<file path="src/rtl/core/cfu_pkg.sv">
// shared types, codes and lookup functions for the can receive filter and unpacker
package cfu_pkg;

	localparam int CFU_QUEUE_DEPTH = 4;
	localparam logic [7:0] COLOR_ENTRIES = 8'd20;
	localparam logic [31:0] COLOR_FALLBACK = 32'h0000_00ff;

	typedef enum logic [1:0] {
		FUNC_REG  = 2'd0,
		FUNC_HDR  = 2'd1,
		FUNC_BYTE = 2'd2
	} cfu_func_t;

	localparam logic KIND_COLOR = 1'b0;
	localparam logic KIND_MSG   = 1'b1;

	typedef struct packed {
		logic [1:0]  func;
		logic [7:0]  new_module;
		logic [28:0] frame_id;
		logic        is_remote;
		logic [3:0]  payload_length;
		logic [7:0]  data_byte;
	} cfu_item_t;

	typedef struct packed {
		logic        kind;
		logic        last_of_run;
		logic [31:0] color;
		logic        event_flag;
		logic [7:0]  source_module;
		logic        linked_flag;
		logic        ack_flag;
		logic [2:0]  feature_class;
		logic [4:0]  feature_index;
		logic [7:0]  function_code;
		logic [3:0]  length_out;
		logic [63:0] payload_value;
	} cfu_result_t;

	// results handed from the unpacker to the output queue in one cycle
	typedef struct packed {
		logic [1:0]  count;
		cfu_result_t first;
		cfu_result_t second;
	} cfu_push_t;

	function automatic logic [7:0] cfu_source(logic [28:0] id);
		return id[25:18];
	endfunction

	function automatic logic [31:0] cfu_colour(logic [7:0] idx);
		logic [31:0] c;
		case (idx)
			8'd0:    c = 32'hb030_6000;
			8'd1:    c = 32'h8a2b_e200;
			8'd2:    c = 32'hffff_5400;
			8'd3:    c = 32'h1e90_ff00;
			8'd4:    c = 32'h00ff_0000;
			8'd5:    c = 32'h8a2b_e200;
			8'd6:    c = 32'h0000_ff00;
			8'd7:    c = 32'hadff_2f00;
			8'd8:    c = 32'hff00_0000;
			8'd9:    c = 32'h00ff_ff00;
			8'd10:   c = 32'hb030_60ff;
			8'd11:   c = 32'h8a2b_e2ff;
			8'd12:   c = 32'hffff_54ff;
			8'd13:   c = 32'h1e90_ffff;
			8'd14:   c = 32'h00ff_00ff;
			8'd15:   c = 32'h8a2b_e2ff;
			8'd16:   c = 32'h0000_ffff;
			8'd17:   c = 32'hadff_2fff;
			8'd18:   c = 32'hff00_00ff;
			8'd19:   c = 32'h00ff_ffff;
			default: c = COLOR_FALLBACK;
		endcase
		return c;
	endfunction

	function automatic cfu_result_t cfu_colour_result(logic [28:0] id, logic last);
		cfu_result_t r;
		r = '0;
		r.kind = KIND_COLOR;
		r.last_of_run = last;
		r.color = cfu_colour(cfu_source(id));
		return r;
	endfunction

	function automatic cfu_result_t cfu_message(logic [28:0] id, logic [3:0] len,
			logic [63:0] payload);
		cfu_result_t r;
		r = '0;
		r.kind = KIND_MSG;
		r.last_of_run = 1'b1;
		r.event_flag = id[26];
		r.source_module = id[25:18];
		r.linked_flag = id[17];
		r.ack_flag = id[16];
		r.feature_class = id[15:13];
		r.feature_index = id[12:8];
		r.function_code = id[7:0];
		r.length_out = len;
		r.payload_value = payload;
		return r;
	endfunction

endpackage

</file>
<file path="src/rtl/core/cfu_filter.sv">
// acceptance table of module ids with first-empty insert and parallel match
module cfu_filter #(
	parameter int SLOT_COUNT = 16
) (
	input  logic                clk,
	input  logic                arst_n,
	input  logic                wr_en,
	input  logic [7:0]          wr_module,
	input  logic [7:0]          query,
	output logic                match
);
	import cfu_pkg::*;

	logic [7:0]            slot_q [SLOT_COUNT];
	logic [SLOT_COUNT-1:0] empty;
	logic [SLOT_COUNT-1:0] first_empty;
	logic [SLOT_COUNT-1:0] hit;

	always_comb begin
		for (int i = 0; i < SLOT_COUNT; i++) begin
			empty[i] = (slot_q[i] == 8'd0);
			hit[i] = (slot_q[i] == query);
		end
	end

	// isolate lowest set bit
	assign first_empty = empty & (~empty + {{(SLOT_COUNT-1){1'b0}}, 1'b1});
	assign match = |hit;

	always_ff @(posedge clk or negedge arst_n) begin
		if (!arst_n) begin
			for (int i = 0; i < SLOT_COUNT; i++) slot_q[i] <= 8'd0;
		end else if (wr_en) begin
			for (int i = 0; i < SLOT_COUNT; i++) begin
				if (first_empty[i]) slot_q[i] <= wr_module;
			end
		end
	end

	assert property (@(posedge clk) disable iff (!arst_n) $onehot0(first_empty))
		else $error("more than one slot selected for insert");

endmodule

</file>
<file path="src/rtl/core/cfu_unpack.sv">
// header decode, payload gathering and result generation for one item per cycle in which fire is high
module cfu_unpack #(
	parameter int MAX_PAYLOAD = 8
) (
	input  logic                clk,
	input  logic                arst_n,
	input  logic                fire,
	input  cfu_pkg::cfu_item_t  item,
	input  logic                match,
	output cfu_pkg::cfu_push_t  push
);
	import cfu_pkg::*;

	localparam logic [3:0] MaxLen = 4'(MAX_PAYLOAD);

	logic [28:0] held_q, held_d;
	logic [63:0] accum_q, accum_d;
	logic [3:0]  seen_q, seen_d;
	logic [3:0]  expected_q, expected_d;
	logic        awaiting_q, awaiting_d;
	logic [3:0]  len_sat;
	cfu_push_t   push_d;

	assign len_sat = (item.payload_length > MaxLen) ? MaxLen : item.payload_length;

	always_comb begin
		held_d = held_q;
		accum_d = accum_q;
		seen_d = seen_q;
		expected_d = expected_q;
		awaiting_d = awaiting_q;
		push_d = '0;
		case (cfu_func_t'(item.func))
			FUNC_HDR: begin
				awaiting_d = 1'b0;
				if (!item.is_remote) begin
					push_d.count = 2'd1;
					push_d.first = cfu_colour_result(item.frame_id, 1'b1);
					if (match) begin
						held_d = item.frame_id;
						accum_d = '0;
						seen_d = 4'd0;
						expected_d = len_sat;
						if (len_sat == 4'd0) begin
							push_d.count = 2'd2;
							push_d.first.last_of_run = 1'b0;
							push_d.second = cfu_message(item.frame_id, 4'd0, 64'd0);
						end else begin
							awaiting_d = 1'b1;
						end
					end
				end
			end
			FUNC_BYTE: begin
				if (awaiting_q) begin
					for (int j = 0; j < 8; j++) begin
						if (seen_q[2:0] == 3'(j))
							accum_d[8*j +: 8] = accum_q[8*j +: 8] | item.data_byte;
					end
					seen_d = seen_q + 4'd1;
					if (seen_d >= expected_q) begin
						awaiting_d = 1'b0;
						push_d.count = 2'd1;
						push_d.first = cfu_message(held_q, expected_q, accum_d);
					end
				end
			end
			default: begin
				// register items are handled by the filter, unused selector does nothing
			end
		endcase
	end

	always_comb begin
		push = push_d;
		if (!fire) push.count = 2'd0;
	end

	always_ff @(posedge clk or negedge arst_n) begin
		if (!arst_n) begin
			held_q <= '0;
			accum_q <= '0;
			seen_q <= '0;
			expected_q <= '0;
			awaiting_q <= 1'b0;
		end else if (fire) begin
			held_q <= held_d;
			accum_q <= accum_d;
			seen_q <= seen_d;
			expected_q <= expected_d;
			awaiting_q <= awaiting_d;
		end
	end

	assert property (@(posedge clk) disable iff (!arst_n)
		awaiting_q |-> (seen_q < expected_q) && (expected_q <= MaxLen))
		else $error("payload byte count out of range while gathering");

	assert property (@(posedge clk) disable iff (!arst_n)
		(push.count == 2'd2) |-> (push.first.kind == KIND_COLOR)
			&& !push.first.last_of_run && (push.second.kind == KIND_MSG))
		else $error("bad result pair for zero-length frame");

endmodule

</file>
<file path="src/rtl/core/cfu_out_queue.sv">
// four-entry result queue taking up to two results per cycle
module cfu_out_queue (
	input  logic                 clk,
	input  logic                 arst_n,
	input  cfu_pkg::cfu_push_t   push,
	output logic                 room,
	output logic                 out_valid,
	input  logic                 out_ready,
	output cfu_pkg::cfu_result_t head
);
	import cfu_pkg::*;

	localparam int PtrW = $clog2(CFU_QUEUE_DEPTH);
	localparam int CntW = PtrW + 1;

	cfu_result_t       mem_q [CFU_QUEUE_DEPTH];
	logic [PtrW-1:0]   wp_q, rp_q;
	logic [CntW-1:0]   count_q;
	logic              pop;

	assign out_valid = (count_q != '0);
	assign pop = out_valid && out_ready;
	assign head = mem_q[rp_q];
	// room for a full pair, regardless of this cycle's pop
	assign room = (count_q <= CntW'(CFU_QUEUE_DEPTH - 2));

	always_ff @(posedge clk) begin
		if (push.count != 2'd0) mem_q[wp_q] <= push.first;
		if (push.count == 2'd2) mem_q[wp_q + PtrW'(1)] <= push.second;
	end

	always_ff @(posedge clk or negedge arst_n) begin
		if (!arst_n) begin
			wp_q <= '0;
			rp_q <= '0;
			count_q <= '0;
		end else begin
			wp_q <= wp_q + PtrW'(push.count);
			if (pop) rp_q <= rp_q + PtrW'(1);
			count_q <= count_q + CntW'(push.count) - CntW'(pop);
		end
	end

	assert property (@(posedge clk) disable iff (!arst_n)
		count_q <= CntW'(CFU_QUEUE_DEPTH))
		else $error("result queue overflow");

	assert property (@(posedge clk) disable iff (!arst_n)
		(push.count != 2'd0) |-> (count_q <= CntW'(CFU_QUEUE_DEPTH - 2)))
		else $error("push without room for a pair");

	assert property (@(posedge clk) disable iff (!arst_n)
		(push.count == 2'd3) == 1'b0)
		else $error("invalid push count");

endmodule

</file>
<file path="src/rtl/core/can_receive_filter_unpack.sv">
// top level: input register, acceptance filter, unpacker and result queue
// Takes one item per cycle unless the result queue is short of room. Each item
// is held in an input register, then decoded combinationally against the acceptance table:
// a register item fills the first empty slot, a frame header is matched against all slots
// in parallel and, unless it is remote, yields its colour result, and payload bytes are
// gathered little-endian until the message result is ready. Results go into a four-entry
// queue; an item leaves the input register only while the queue has room for two results,
// so input ready drops only when the result side has stalled with more than two results
// waiting. A matched header with zero length gives its colour and message results back to back.
module can_receive_filter_unpack #(
	parameter int SLOT_COUNT  = 16,
	parameter int MAX_PAYLOAD = 8
) (
	input  logic        clk,
	input  logic        arst_n,
	input  logic        in_valid,
	output logic        in_ready,
	input  logic [1:0]  func,
	input  logic [7:0]  new_module,
	input  logic [28:0] frame_id,
	input  logic        is_remote,
	input  logic [3:0]  payload_length,
	input  logic [7:0]  data_byte,
	output logic        out_valid,
	input  logic        out_ready,
	output logic        kind,
	output logic        last_of_run,
	output logic [31:0] color,
	output logic        event_flag,
	output logic [7:0]  source_module,
	output logic        linked_flag,
	output logic        ack_flag,
	output logic [2:0]  feature_class,
	output logic [4:0]  feature_index,
	output logic [7:0]  function_code,
	output logic [3:0]  length_out,
	output logic [63:0] payload_value
);
	import cfu_pkg::*;

	cfu_item_t   item_s1;
	logic        valid_s1;
	logic        fire;
	logic        room;
	logic        match;
	cfu_push_t   push;
	cfu_result_t head;

	assign fire = valid_s1 && room;
	assign in_ready = !valid_s1 || fire;

	always_ff @(posedge clk or negedge arst_n) begin
		if (!arst_n) begin
			valid_s1 <= 1'b0;
		end else if (in_valid && in_ready) begin
			valid_s1 <= 1'b1;
		end else if (fire) begin
			valid_s1 <= 1'b0;
		end
	end

	always_ff @(posedge clk) begin
		if (in_valid && in_ready) begin
			item_s1.func <= func;
			item_s1.new_module <= new_module;
			item_s1.frame_id <= frame_id;
			item_s1.is_remote <= is_remote;
			item_s1.payload_length <= payload_length;
			item_s1.data_byte <= data_byte;
		end
	end

	cfu_filter #(
		.SLOT_COUNT(SLOT_COUNT)
	) u_filter (
		.clk      (clk),
		.arst_n   (arst_n),
		.wr_en    (fire && (item_s1.func == FUNC_REG)),
		.wr_module(item_s1.new_module),
		.query    (cfu_source(item_s1.frame_id)),
		.match    (match)
	);

	cfu_unpack #(
		.MAX_PAYLOAD(MAX_PAYLOAD)
	) u_unpack (
		.clk   (clk),
		.arst_n(arst_n),
		.fire  (fire),
		.item  (item_s1),
		.match (match),
		.push  (push)
	);

	cfu_out_queue u_queue (
		.clk      (clk),
		.arst_n   (arst_n),
		.push     (push),
		.room     (room),
		.out_valid(out_valid),
		.out_ready(out_ready),
		.head     (head)
	);

	assign kind = head.kind;
	assign last_of_run = head.last_of_run;
	assign color = head.color;
	assign event_flag = head.event_flag;
	assign source_module = head.source_module;
	assign linked_flag = head.linked_flag;
	assign ack_flag = head.ack_flag;
	assign feature_class = head.feature_class;
	assign feature_index = head.feature_index;
	assign function_code = head.function_code;
	assign length_out = head.length_out;
	assign payload_value = head.payload_value;

endmodule

</file>
<file path="config.mk">
export PLATFORM = sky130hd
export DESIGN_NAME = can_receive_filter_unpack
export DESIGN_NICKNAME = d
export VERILOG_FILES = /design/src/rtl/core/cfu_pkg.sv /design/src/rtl/core/cfu_filter.sv /design/src/rtl/core/cfu_unpack.sv /design/src/rtl/core/cfu_out_queue.sv /design/src/rtl/core/can_receive_filter_unpack.sv
export SDC_FILE = /design/constraint.sdc
export NUM_CORES = 1
export LEC_CHECK = 0
export ABC_AREA = 1
export BUFFER_PORTS_ARGS = -buffer_cell sky130_fd_sc_hd__buf_4
export CAP_MARGIN = 20
export CORE_MARGIN = 4
export CORE_UTILIZATION = 48
export CTS_CLUSTER_SIZE = 24
export DETAILED_ROUTE_END_ITERATION = 7
export GPL_TIMING_DRIVEN = 0
export PLACE_DENSITY = 0.67
export SLEW_MARGIN = 20
export SYNTH_ARGS = -nofsm -noshare
export SYNTH_HDL_FRONTEND = slang
export SYNTH_SLANG_ARGS = --single-unit
</file>
<file path="constraint.sdc">
create_clock -name clk -period 3.3 [get_ports clk]
set_input_delay 0.165 -clock clk [delete_from_list [all_inputs] [get_ports clk]]
set_output_delay 0.165 -clock clk [all_outputs]
set_load 0.02 [all_outputs]
</file>
==> results.txt <==
----------------------------------------------------
[Job]
  Maximum capacitance violations ... 0

[Clock tree]
  Buffers from clock root to sink, at most ... 3
  CTS Sinks ... 779
  Inserted Clock Buffers ... 84
  Clock input transition at the sequential cells of the worst setup and hold paths ... 0.06 ns
  Clock latency reported for the late side of the worst-skew pair ... 0.67 ns
  Clock root cell ... sky130_fd_sc_hd__clkbuf_16
  CTS tree ... yes
  H-tree depth reported by CTS ... 3

[Global route]
  Maximum number of pins on one net before global-route repair ... 91
  First-pass GRT wire length ... 199.9 mm
  Overall overflow remaining after global route ... 0
  Combined global-route utilization of all metal layers ... 30.81%
  Number of global-route vias before repair ... 34558
  Antenna violations before repair ... 3

[Cells and area]
  Proportion of layout cells with a drive suffix above 1 ... 12.07%
  Final net count ... 5422
  Post-route core utilization ... 57.67%
  Final instance area ... 44970 um2
  Synthesis-to-layout area growth ... 18.39%

[Timing]
  Final setup violation count ... 0
  Highest achievable clock rate ... 309.4 MHz
  Post-route clock skew ... 0.03290 ns
  RSZ-0062 raised after global routing ... true
  Tightest slew margin relative to the limit ... 25.90%
  Count of final max-slew check failures ... 0
  Number of failing hold endpoints at the final stage ... 0
  Final critical-path share of the clock period ... 97.93%
  Min Clock Period, post-route ... 3.232 ns
  Actual transition at the worst max-transition pin ... 1.112 ns

[Min path]
  Number of instances on the worst hold path ... 4
  Type of the tightest min-delay check ... in -> reg

[Drt]
  Routed Antenna Nets ... 0
  First-iteration detailed-routing DRC count ... 3657
  Drt pass-1 iters ... 6
  Average wire length per cell after detail routing ... 20.39 um
  Final routed wirelength across all metal layers ... 131.5 mm
  Number of design rule violations left after detail routing ... 0
  Routed via count ... 36327
  Vias per cell ... 5.632

[Floorplan]
  Core Box Area ... 77980 um2
  Number of placed I/O pins ... 187
  Floorplan row count ... 102
  Area of the die ... 83700 um2
  Die extent in x ... 289.3 um
  Starting density of the core ... 48.71%
  DIE HEIGHT ... 289.3 um

[Logic synthesis]
  Fraction of the yosys area taken by sequential cells ... 48.54%
  Number of enable flip-flop cells after synthesis ... 166
  Synth cell types ... 46
  Gate count after technology mapping ... 4981
  Flip-flop and latch count after synthesis ... 779
  Avg Inst Size Synth ... 7.626 um2
  Async S/R FF share, synth ... 30.30%
  Syn nets ... 5063
  Mapped cell area ... 37990 um2
  Syn. warnings ... 0
  Most used flip-flop cell after synthesis ... sky130_fd_sc_hd__dfxtp_1

[Critical path]
  Critical Path AT ... 3.07 ns
  Biggest fanout along the worst timing path ... 10
  Critical path class ... reg -> out
  Number of cells on the worst reg-to-reg path ... 22
  Kind of end point of the critical path ... primary output
  Startpoint types ... register
  Critical path data required time ... 3.13 ns

[Pwr]
  Switching power of the nets ... 0.01763 W
  Portion of total power attributed to combinational logic ... 43.5%
  Final Total Pwr ... 0.04111 W
  Sequential Power Share ... 33.2%
  Peak supply drop ... 0.7013 mV
  Total power per unit cell area ... 914.1 nW/um2
  Internal Dissipation ... 0.02348 W
  Static Leak ... 21.19 nW
  Switching part of the total power ... 42.88%
  Part of the total power dissipated in the clock network ... 23.3%

[Outcome]
  Result of the run ... completed

[Placement]
  DP Area ... 40850 um2
  Routability congestion estimate ... 0.9420
  Count of buffers inserted at the top-level ports ... 184
  Sum of net half-perimeters after detailed placement ... 89.37 mm

----------------------------------------------------
[worst paths after layout]
check | start | end | slack, ns
setup / recovery | u_queue.rp_q[0] | payload_value[1] | 0.07
hold / removal | out_ready | u_queue.rp_q[0] | 0.06
setup reg to reg | item_s1[35] | u_queue.mem_q[1][88] | 0.09
hold reg to reg | u_queue.mem_q[2][52] | u_queue.mem_q[2][52] | 0.47
max in group asynchronous | arst_n | u_unpack.seen_q[0] | 2.23
min in group asynchronous | arst_n | u_filter.slot_q[102] | 0.09
[metrics by stage]
| stage | cells | setup slack, ns | hold slack (ns) | setup TNS [ns] |
|---|---|---|---|---|
| floorplan | 4981 | 0.02792 | -0.1306 | 0 |
| global placement | 6205 | -1.331 | 0.3431 | -211.67 |
| detailed placement | 6211 | -0.9570 | 0.2096 | -96.66 |
| CTS | 6421 | 0.0002061 | 0.02922 | 0 |
| global route | 6449 | -0.02104 | 0.06955 | -0.3324 |
| finish | 6450 | 0.06831 | 0.06387 | 0 |
[synth_stat cells (5+ instances only)]
cell type / count / area share [%]
sky130_fd_sc_hd__ha_1: 25 / 0.82
sky130_fd_sc_hd__o21bai_1: 46 / 0.91
sky130_fd_sc_hd__o31ai_1: 46 / 0.91
sky130_fd_sc_hd__nand2_1: 1157 / 11
sky130_fd_sc_hd__xor2_1: 41 / 0.95
sky130_fd_sc_hd__a21oi_1: 433 / 5.7
sky130_fd_sc_hd__buf_1: 32 / 0.32
sky130_fd_sc_hd__buf_2: 57 / 0.75
sky130_fd_sc_hd__inv_1: 231 / 2.3
sky130_fd_sc_hd__o21ai_0: 422 / 5.6
sky130_fd_sc_hd__buf_6: 58 / 1.7
sky130_fd_sc_hd__nor4_1: 23 / 0.38
sky130_fd_sc_hd__buf_4: 55 / 1.1
sky130_fd_sc_hd__nor3_1: 6 / 0.079
sky130_fd_sc_hd__edfxtp_1: 166 / 13
sky130_fd_sc_hd__clkbuf_1: 175 / 1.7
sky130_fd_sc_hd__inv_2: 11 / 0.11
sky130_fd_sc_hd__nand4_1: 14 / 0.23
sky130_fd_sc_hd__dfxtp_1: 377 / 20
sky130_fd_sc_hd__o22ai_1: 119 / 2.0
sky130_fd_sc_hd__o21ai_1: 12 / 0.16
sky130_fd_sc_hd__dfrtp_1: 236 / 16
sky130_fd_sc_hd__nor2_1: 762 / 7.5
sky130_fd_sc_hd__nand3_1: 393 / 5.2
sky130_fd_sc_hd__or2_2: 41 / 0.68
sky130_fd_sc_hd__nand2_2: 5 / 0.082
[layout by cell type (no fill, tap or decap), drive strengths merged]
| cell | count |
|---|---|
| inv | 244 |
| ha | 25 |
| o21a | 2 |
| o211ai | 3 |
| o31ai | 46 |
| or2 | 41 |
| a22oi | 1 |
| a2111oi | 1 |
| nor2 | 768 |
| o21ai | 434 |
| xnor2 | 4 |
| xor2 | 41 |
| nand2 | 1168 |
| nand3b | 1 |
| edfxtp | 166 |
| nand3 | 394 |
| diode | 1 |
| dfrtp | 236 |
| nor4 | 23 |
| clkinvlp | 1 |
| fa | 1 |
| dlygate4sd3 | 51 |
| o22ai | 119 |
| nand4 | 15 |
| a211oi | 1 |
| bufinv | 4 |
| o221ai | 4 |
| nor3 | 6 |
| buf | 415 |
| clkbuf | 304 |
| clkinv | 33 |
| a21oi | 433 |
| o21bai | 46 |
| dfxtp | 377 |
| a221oi | 1 |
[logic make-up (layout without fill, tap and decap cells)]
family,Yosys count,count (layout),share of synthesized area (%)
buf+inv,627,1052,8.129
other cells,0,1,0
compound gates,1091,1091,15.49
fa+ha+maj,26,26,0.8762
simple gates,2413,2416,25.93
xor+xnor,45,45,1.038
flops,779,779,48.54
[metal layers]
metal	vias up	share of wire (%)	track usage, %
li1	17194	-	-
met1	17077	41	40.72
met2	1707	46	50.05
met3	349	8.3	5.169
met4	0	4.5	13.44
met5	-	0	0
[state kept, by name, summed over array words and instances (netlist names), 3 cells and up, named ones only]
signal / cells
item_s1: 50
u_unpack.accum_q: 64
u_queue.count_q: 3
u_unpack.seen_q: 4
u_unpack.expected_q: 4
u_unpack.held_q: 27
u_filter.slot_q: 128
u_queue.mem_q: 472
[worst max-delay path: stages (launching register included)]
cell,delay (ns)
sky130_fd_sc_hd__dfrtp_1,0.40
sky130_fd_sc_hd__clkbuf_4,0.37
sky130_fd_sc_hd__clkbuf_4,0.41
sky130_fd_sc_hd__clkbuf_2,0.32
sky130_fd_sc_hd__nor2_1,0.10
sky130_fd_sc_hd__o22ai_1,0.51
sky130_fd_sc_hd__buf_4,0.26
[cell type report]
class	instances	area, um2
inverters	249	992.2
clock buffers	122	2426
multi-input cells	3578	16730
fillers	7312	33010
flip-flops and latches	779	18440
well taps	1040	1301
diodes	1	2.502
repair buffers	273	2407
clock inverters	33	347.8
plain buffers	375	2321
[what timing repair did]
action                                  CTS  global route
cloned                                    3             4
setup buffers                             4            23
endpoints found under the setup margin  449           610
endpoints found under the hold margin   127             0
pin swaps                                 3             7
resized for setup                        44            91
hold buffers                             51             0
[power by group through the flow]
stage,logic [W],registers (W),clock network [W]
floorplan,0.0106,0.0134,0
global placement,0.0172,0.0137,0
detailed placement,0.0173,0.0138,0
CTS,0.0175,0.0136,0.00963
global route,0.0194,0.0139,0.0100
finish,0.0179,0.0137,0.00956
Power figures use the tool's default switching activity.
